**src/hdl/qte_pkg.sv**
```systemverilog
// Shared widths, payload type and arctangent table for the quaternion to Euler angle pipeline.
package qte_pkg;

    localparam int CORDIC_STEPS_DEF = 16;
    localparam int TAB_LEN          = 24;
    localparam int QW               = 16;  // quaternion component width
    localparam int PRW              = 32;  // component product width
    localparam int PSW              = 34;  // atan2 argument width after sums
    localparam int SW               = 30;  // clamped sine term, +-2^28
    localparam int VW               = 57;  // 1 - s*s in Q.56
    localparam int RW               = 29;  // square root result, Q.28
    localparam int SQ_ITER          = 29;  // one result bit per iteration
    localparam int CW               = 38;  // CORDIC x/y width with growth
    localparam int ZW               = 34;  // angle accumulator, pi = 2^31

    localparam logic signed [PSW-1:0] Q28_ONE     = PSW'(64'sd268435456);
    localparam logic signed [ZW-1:0]  ANG_HALF_PI = ZW'(64'sd1073741824);
    localparam logic signed [ZW-1:0]  ANG_PI      = ZW'(64'sd2147483648);

    typedef struct packed {
        logic signed [PSW-1:0] roll_y;
        logic signed [PSW-1:0] roll_x;
        logic signed [PSW-1:0] yaw_y;
        logic signed [PSW-1:0] yaw_x;
        logic signed [SW-1:0]  sin_p;
        logic                  clamped;
    } frt_t;

    // atan(2^-i), pi = 2^31
    function automatic logic signed [ZW-1:0] atan_tab(input int idx);
        logic signed [ZW-1:0] r;
        case (idx)
            0:  r = ZW'(64'h20000000);
            1:  r = ZW'(64'h12E4051E);
            2:  r = ZW'(64'h09FB385B);
            3:  r = ZW'(64'h051111D4);
            4:  r = ZW'(64'h028B0D43);
            5:  r = ZW'(64'h0145D7E1);
            6:  r = ZW'(64'h00A2F61E);
            7:  r = ZW'(64'h00517C55);
            8:  r = ZW'(64'h0028BE53);
            9:  r = ZW'(64'h00145F2F);
            10: r = ZW'(64'h000A2F98);
            11: r = ZW'(64'h000517CC);
            12: r = ZW'(64'h00028BE6);
            13: r = ZW'(64'h000145F3);
            14: r = ZW'(64'h0000A2FA);
            15: r = ZW'(64'h0000517D);
            16: r = ZW'(64'h000028BE);
            17: r = ZW'(64'h0000145F);
            18: r = ZW'(64'h00000A30);
            19: r = ZW'(64'h00000518);
            20: r = ZW'(64'h0000028C);
            21: r = ZW'(64'h00000146);
            22: r = ZW'(64'h000000A3);
            23: r = ZW'(64'h00000051);
            default: r = '0;
        endcase
        return r;
    endfunction

endpackage

```
**src/hdl/qte_isqrt.sv**
```systemverilog
// Pipelined floor square root, one result bit per stage, with a payload carried alongside.
module qte_isqrt #(
    parameter int PW = 1
) (
    input  logic                      aclk,
    input  logic                      aresetn,
    input  logic                      ce,
    input  logic                      in_valid,
    input  logic [qte_pkg::VW-1:0]    in_v,
    input  logic [PW-1:0]             in_pay,
    output logic                      out_valid,
    output logic [qte_pkg::RW-1:0]    out_root,
    output logic [PW-1:0]             out_pay
);

    localparam int VW = qte_pkg::VW;
    localparam int N  = qte_pkg::SQ_ITER;

    logic [VW-1:0] rem_reg [N];
    logic [VW-1:0] res_reg [N];
    logic [PW-1:0] pay_reg [N];
    logic          vld_reg [N];

    for (genvar k = 0; k < N; k++) begin : g_it
        localparam logic [VW:0] BIT = (VW + 1)'(1) << (VW - 1 - 2 * k);
        logic [VW-1:0] rem_in, res_in, rem_next, res_next;
        logic [VW:0]   trial;
        logic [PW-1:0] pay_in;
        logic          vld_in;

        if (k == 0) begin : g_first
            assign rem_in = in_v;
            assign res_in = '0;
            assign pay_in = in_pay;
            assign vld_in = in_valid;
        end else begin : g_next
            assign rem_in = rem_reg[k-1];
            assign res_in = res_reg[k-1];
            assign pay_in = pay_reg[k-1];
            assign vld_in = vld_reg[k-1];
        end

        assign trial = {1'b0, res_in} + BIT;

        always_comb begin
            if ({1'b0, rem_in} >= trial) begin
                rem_next = rem_in - trial[VW-1:0];
                res_next = (res_in >> 1) + BIT[VW-1:0];
            end else begin
                rem_next = rem_in;
                res_next = res_in >> 1;
            end
        end

        always_ff @(posedge aclk) begin
            if (!aresetn) begin
                vld_reg[k] <= 1'b0;
            end else if (ce) begin
                vld_reg[k] <= vld_in;
            end
        end

        always_ff @(posedge aclk) begin
            if (ce) begin
                rem_reg[k] <= rem_next;
                res_reg[k] <= res_next;
                pay_reg[k] <= pay_in;
            end
        end
    end

    assign out_valid = vld_reg[N-1];
    assign out_root  = res_reg[N-1][qte_pkg::RW-1:0];
    assign out_pay   = pay_reg[N-1];

endmodule

```
**config.mk**
```make
export PLATFORM = sky130hd
export DESIGN_NAME = qte_isqrt
export DESIGN_NICKNAME = d
export VERILOG_FILES = /design/src/hdl/qte_pkg.sv /design/src/hdl/qte_isqrt.sv
export SDC_FILE = /design/constraint.sdc
export NUM_CORES = 2
export LEC_CHECK = 0
export BUFFER_PORTS_ARGS = -buffer_cell sky130_fd_sc_hd__buf_2
export CAP_MARGIN = 20
export CELL_PAD_IN_SITES_DETAIL_PLACEMENT = 1
export CELL_PAD_IN_SITES_GLOBAL_PLACEMENT = 1
export CORE_UTILIZATION = 30
export DETAILED_ROUTE_END_ITERATION = 16
export PLACE_DENSITY_LB_ADDON = 0.05
export SYNTH_ARGS = -nofsm -noshare
export SYNTH_HDL_FRONTEND = slang
export SYNTH_SLANG_ARGS = --single-unit
export TNS_END_PERCENT = 50
```
**constraint.sdc**
```tcl
create_clock -name aclk -period 4.1 [get_ports aclk]
set_clock_uncertainty 0.15 [all_clocks]
set_input_delay 0.615 -clock aclk [delete_from_list [all_inputs] [get_ports aclk]]
set_output_delay 0.615 -clock aclk [all_outputs]
set_load 0.02 [all_outputs]
```
==> results.md <==
- Setup repair after global routing could not meet its margin everywhere.
- The die is 577.4 um tall.
- The data arrival time of the critical path is 4.48 ns.
- When the netlist entered floorplanning its net count stood at 8375.
- Setup violations remaining at the end of the flow were counted as 0.
- In this run the power spent charging and discharging nets is 20.44 mW.
- IR analysis of the VDD net gives a maximum drop of 0.4113 mV.
- The CTS H-tree depth is 4.
- The share of cells above drive strength 1 is 0.1024.
- The final worst-path cycle share is 0.9807.
- The cell count after synthesis is 7852.
- The synthesized design contains 2088 enable-type register cells.
- Of the total power, the share spent switching nets is 0.3033.
- The cell leakage power is 43.40 nW.
- The hold slack is 0.1932 ns.
- Fill cells in the final layout number 34658.
- The number of antenna violations at the first check in global routing is 12.
- The power share of the clock group is 0.341.
- Internal power comes to 46.96 mW.
- The area added between synthesis and finish is 16.76%.
- The setup path with the least slack is of type reg -> reg.
- The capturing element type of the critical path is a flop.
- After the first detailed-routing iteration, the DRC count stood at 3682.
- The minimum period implied by the final worst setup slack is 4.021 ns.
- The clock tree from TritonCTS is done.
- The tightest min-delay check is of the reg -> reg type.
- The first global-routing pass estimated 437000 um of wire.
- The wire length per cell after detailed routing is 22.70 um.
- The register with the most flip-flops in the layout has 1596 of them.
- Power comes to 67.40 mW.
- The number of nets still failing antenna checks after routing is 0.
- By count the netlist is led by 2088 x sky130_fd_sc_hd__edfxtp_1, 587 x sky130_fd_sc_hd__nor2_1, 574 x sky130_fd_sc_hd__a21oi_1.
- The Yosys warning count is 0.
- Among all flip-flop cells after synthesis, the most frequent one is sky130_fd_sc_hd__edfxtp_1.
- At the end of routability-driven placement, the weighted congestion stood at 0.7988.
- The clock transition at the registers of the reported paths is 0.06 ns.
- In this run the count of I/O pins placed on the die edge is 93.
- The cell area that synthesis handed to floorplanning was 99310 um^2.
- Synthesis instantiated 98 different standard cells from the library.
- The largest total area in the synthesized netlist belongs to sky130_fd_sc_hd__edfxtp_1.
- The HPWL reported at the end of detailed placement is 224300 um.
- The element type at the critical path start is a flop.
- The power density over cell area is 581.2 nW/um^2.
- The area enclosed by the die boundary is 333300 um^2.
- The clock root buffer is sky130_fd_sc_hd__clkbuf_16.
- The floorplan has 210 rows.
- Of the total power, combinational logic draws 0.217.
- The share of flip-flops with an asynchronous set or reset after synthesis is 0.
- Of the total power, registers draw 0.442.
- Measured against its own limit, the worst slew margin works out to 0.2421.
- Yosys attributes the largest share of cell area to sky130_fd_sc_hd__edfxtp_1 63%, sky130_fd_sc_hd__ha_1 5.8%, sky130_fd_sc_hd__xnor2_1 3.2%.
- Of the post-synthesis cell area, the dominant cell type holds 0.6314.
- The clock passes through at most 4 buffers.
- The final count of hold timing violations was 0.
- The tree built by TritonCTS fans out to 2089 sinks.
- The count of final max-slew check failures was 0.
- Based on the critical path, the design can be clocked at up to 248.7 MHz.
- The number of register bits inferred by synthesis is 2089.
- The total vias in the final route is 62961.
- Summed over all layers, the global routing overflow is 0.
- The run finished with clean final reports.
- For this configuration, the core starts out at a cell density of 0.3026.
- The mean cell area of the mapped netlist is 12.65 um^2.
- The later pin in the worst-skew pair is clocked with a latency of 0.97 ns.
- The share of synthesized area occupied by flip-flops and latches is 0.6316.
- For this run, design rule violations remaining after detail routing come to 0.
- The net count of the finished layout is 8858.
- The width of the die is 577.4 um.
- The data required time at the worst endpoint is 4.56 ns.
- Input and output buffers added on the ports amount to 92.
- The peak fanout along the critical path is 9.
- The most frequent cell after synthesis is sky130_fd_sc_hd__edfxtp_1.
- Entering global routing, the biggest net connects 123 pins.
- At the pin with the least slew margin, the transition time is 1.126 ns.
- The detailed-router iteration count before antenna repair is 5.
- The number of global-route vias before repair is 66533.
- The total global routing track utilization is 0.1730.
- The number of vias per cell is 4.883.
- The max-capacitance violation count is 0.
- The post-detailed-routing wire length is 292700 um.
- The total core area is 328200 um^2.
- Buffers inserted during clock tree synthesis total 245.
final cells by class:
class | count | area [um^2] | share of cell area
timing repair buffer | 394 | 3213 | 0.02771
multi-input combinational | 5040 | 34040 | 0.2936
antenna | 2 | 5.005 | 0.00004316
sequential | 2089 | 62720 | 0.5409
tap | 4346 | 5438 | 0.04689
clock inverter | 179 | 2161 | 0.01863
inverter | 565 | 2121 | 0.01829
clock buffer | 279 | 6259 | 0.05397
power groups by stage:
| stage | clock [mW] | sequential, mW | combinational [mW] |
|---|---|---|---|
| after global routing | 24.5 | 30.1 | 16.3 |
| after floorplan | 0 | 28.9 | 9.92 |
| final | 22.9 | 29.8 | 14.7 |
| after detailed placement | 0 | 30.3 | 14.7 |
| after CTS | 23.8 | 29.9 | 14.9 |
| after global placement | 0 | 30.4 | 14.6 |
layer usage:
layer	share of wire	track usage	vias up
met2	0.49	0.3027	701
met5	0	0	-
li1	-	-	30368
met1	0.46	0.2301	31573
met4	0.018	0.03307	0
met3	0.029	0.02089	319
worst max-delay path, cell delays in order (launching register included):
cell                        delay (ns)
sky130_fd_sc_hd__edfxtp_1         0.40
sky130_fd_sc_hd__inv_1            0.06
sky130_fd_sc_hd__ha_2             0.43
sky130_fd_sc_hd__nand2_2          0.16
sky130_fd_sc_hd__nor4_4           0.42
sky130_fd_sc_hd__nand4_1          0.45
sky130_fd_sc_hd__or4_4            0.56
sky130_fd_sc_hd__nand3_1          0.11
sky130_fd_sc_hd__o21ai_1          0.20
sky130_fd_sc_hd__a2111oi_2        0.27
sky130_fd_sc_hd__buf_4            0.19
sky130_fd_sc_hd__nand2_1          0.09
sky130_fd_sc_hd__xnor2_2          0.23
final timing paths:
| path | from | endpoint | slack [ns] | cells after the start |
|---|---|---|---|---|
| worst max-delay path | res_reg[1][479] | rem_reg[1][552] | 0.08 | 12 |
| worst min-delay path | pay_reg[1][9] | pay_reg[1][10] | 0.19 | 0 |
| worst max register to register | res_reg[1][479] | rem_reg[1][552] | 0.08 | 12 |
| worst min register to register | pay_reg[1][9] | pay_reg[1][10] | 0.19 | 0 |
cells by family (layout without fill, tap and decap cells):
family | after synthesis | count (layout) | share of synthesized area
other cells | 1 | 3 | 0.00003776
fa+ha+maj | 461 | 461 | 0.05816
flops | 2089 | 2089 | 0.6316
xor+xnor | 704 | 704 | 0.06209
buf+inv | 723 | 1417 | 0.02763
mux | 84 | 84 | 0.009449
compound gates | 1487 | 1487 | 0.09205
simple gates | 2303 | 2303 | 0.1190
repair_timing:
item,CTS,global route
hold endpoints to repair,76,0
setup endpoints to repair,101,25
gates resized for setup,9,18
setup buffers,2,1
hold buffers,61,0
pin swaps,3,2
through the flow:
| stage | cells | util | instance area (um^2) | setup slack, ns | setup TNS [ns] |
|---|---|---|---|---|---|
| 6_report | 12894 | 0.3533 | 116000 | 0.07898 | 0 |
| 3_5_place_dp | 12369 | 0.3253 | 106800 | -0.5591 | -13.60 |
| 3_3_place_gp | 12366 | 0.3253 | 106700 | -0.5769 | -17.18 |
| 2_1_floorplan | 7852 | - | 99310 | 0.6534 | 0 |
| 4_1_cts | 12890 | 0.3530 | 115900 | 0.02654 | 0 |
| 5_1_grt | 12893 | 0.3533 | 116000 | -0.04855 | -0.06219 |
cell usage in the layout, fill, tap and decap left out, drive strengths merged, types with 200 or more instances in the layout:
cell type     n
nor2        587
o21ai       317
buf         333
nand2       450
inv         575
xor2        338
clkbuf      279
a21oi       575
xnor2       366
nor4        258
nor3        200
ha          460
edfxtp     2088
(Power assumes the default switching activity.)
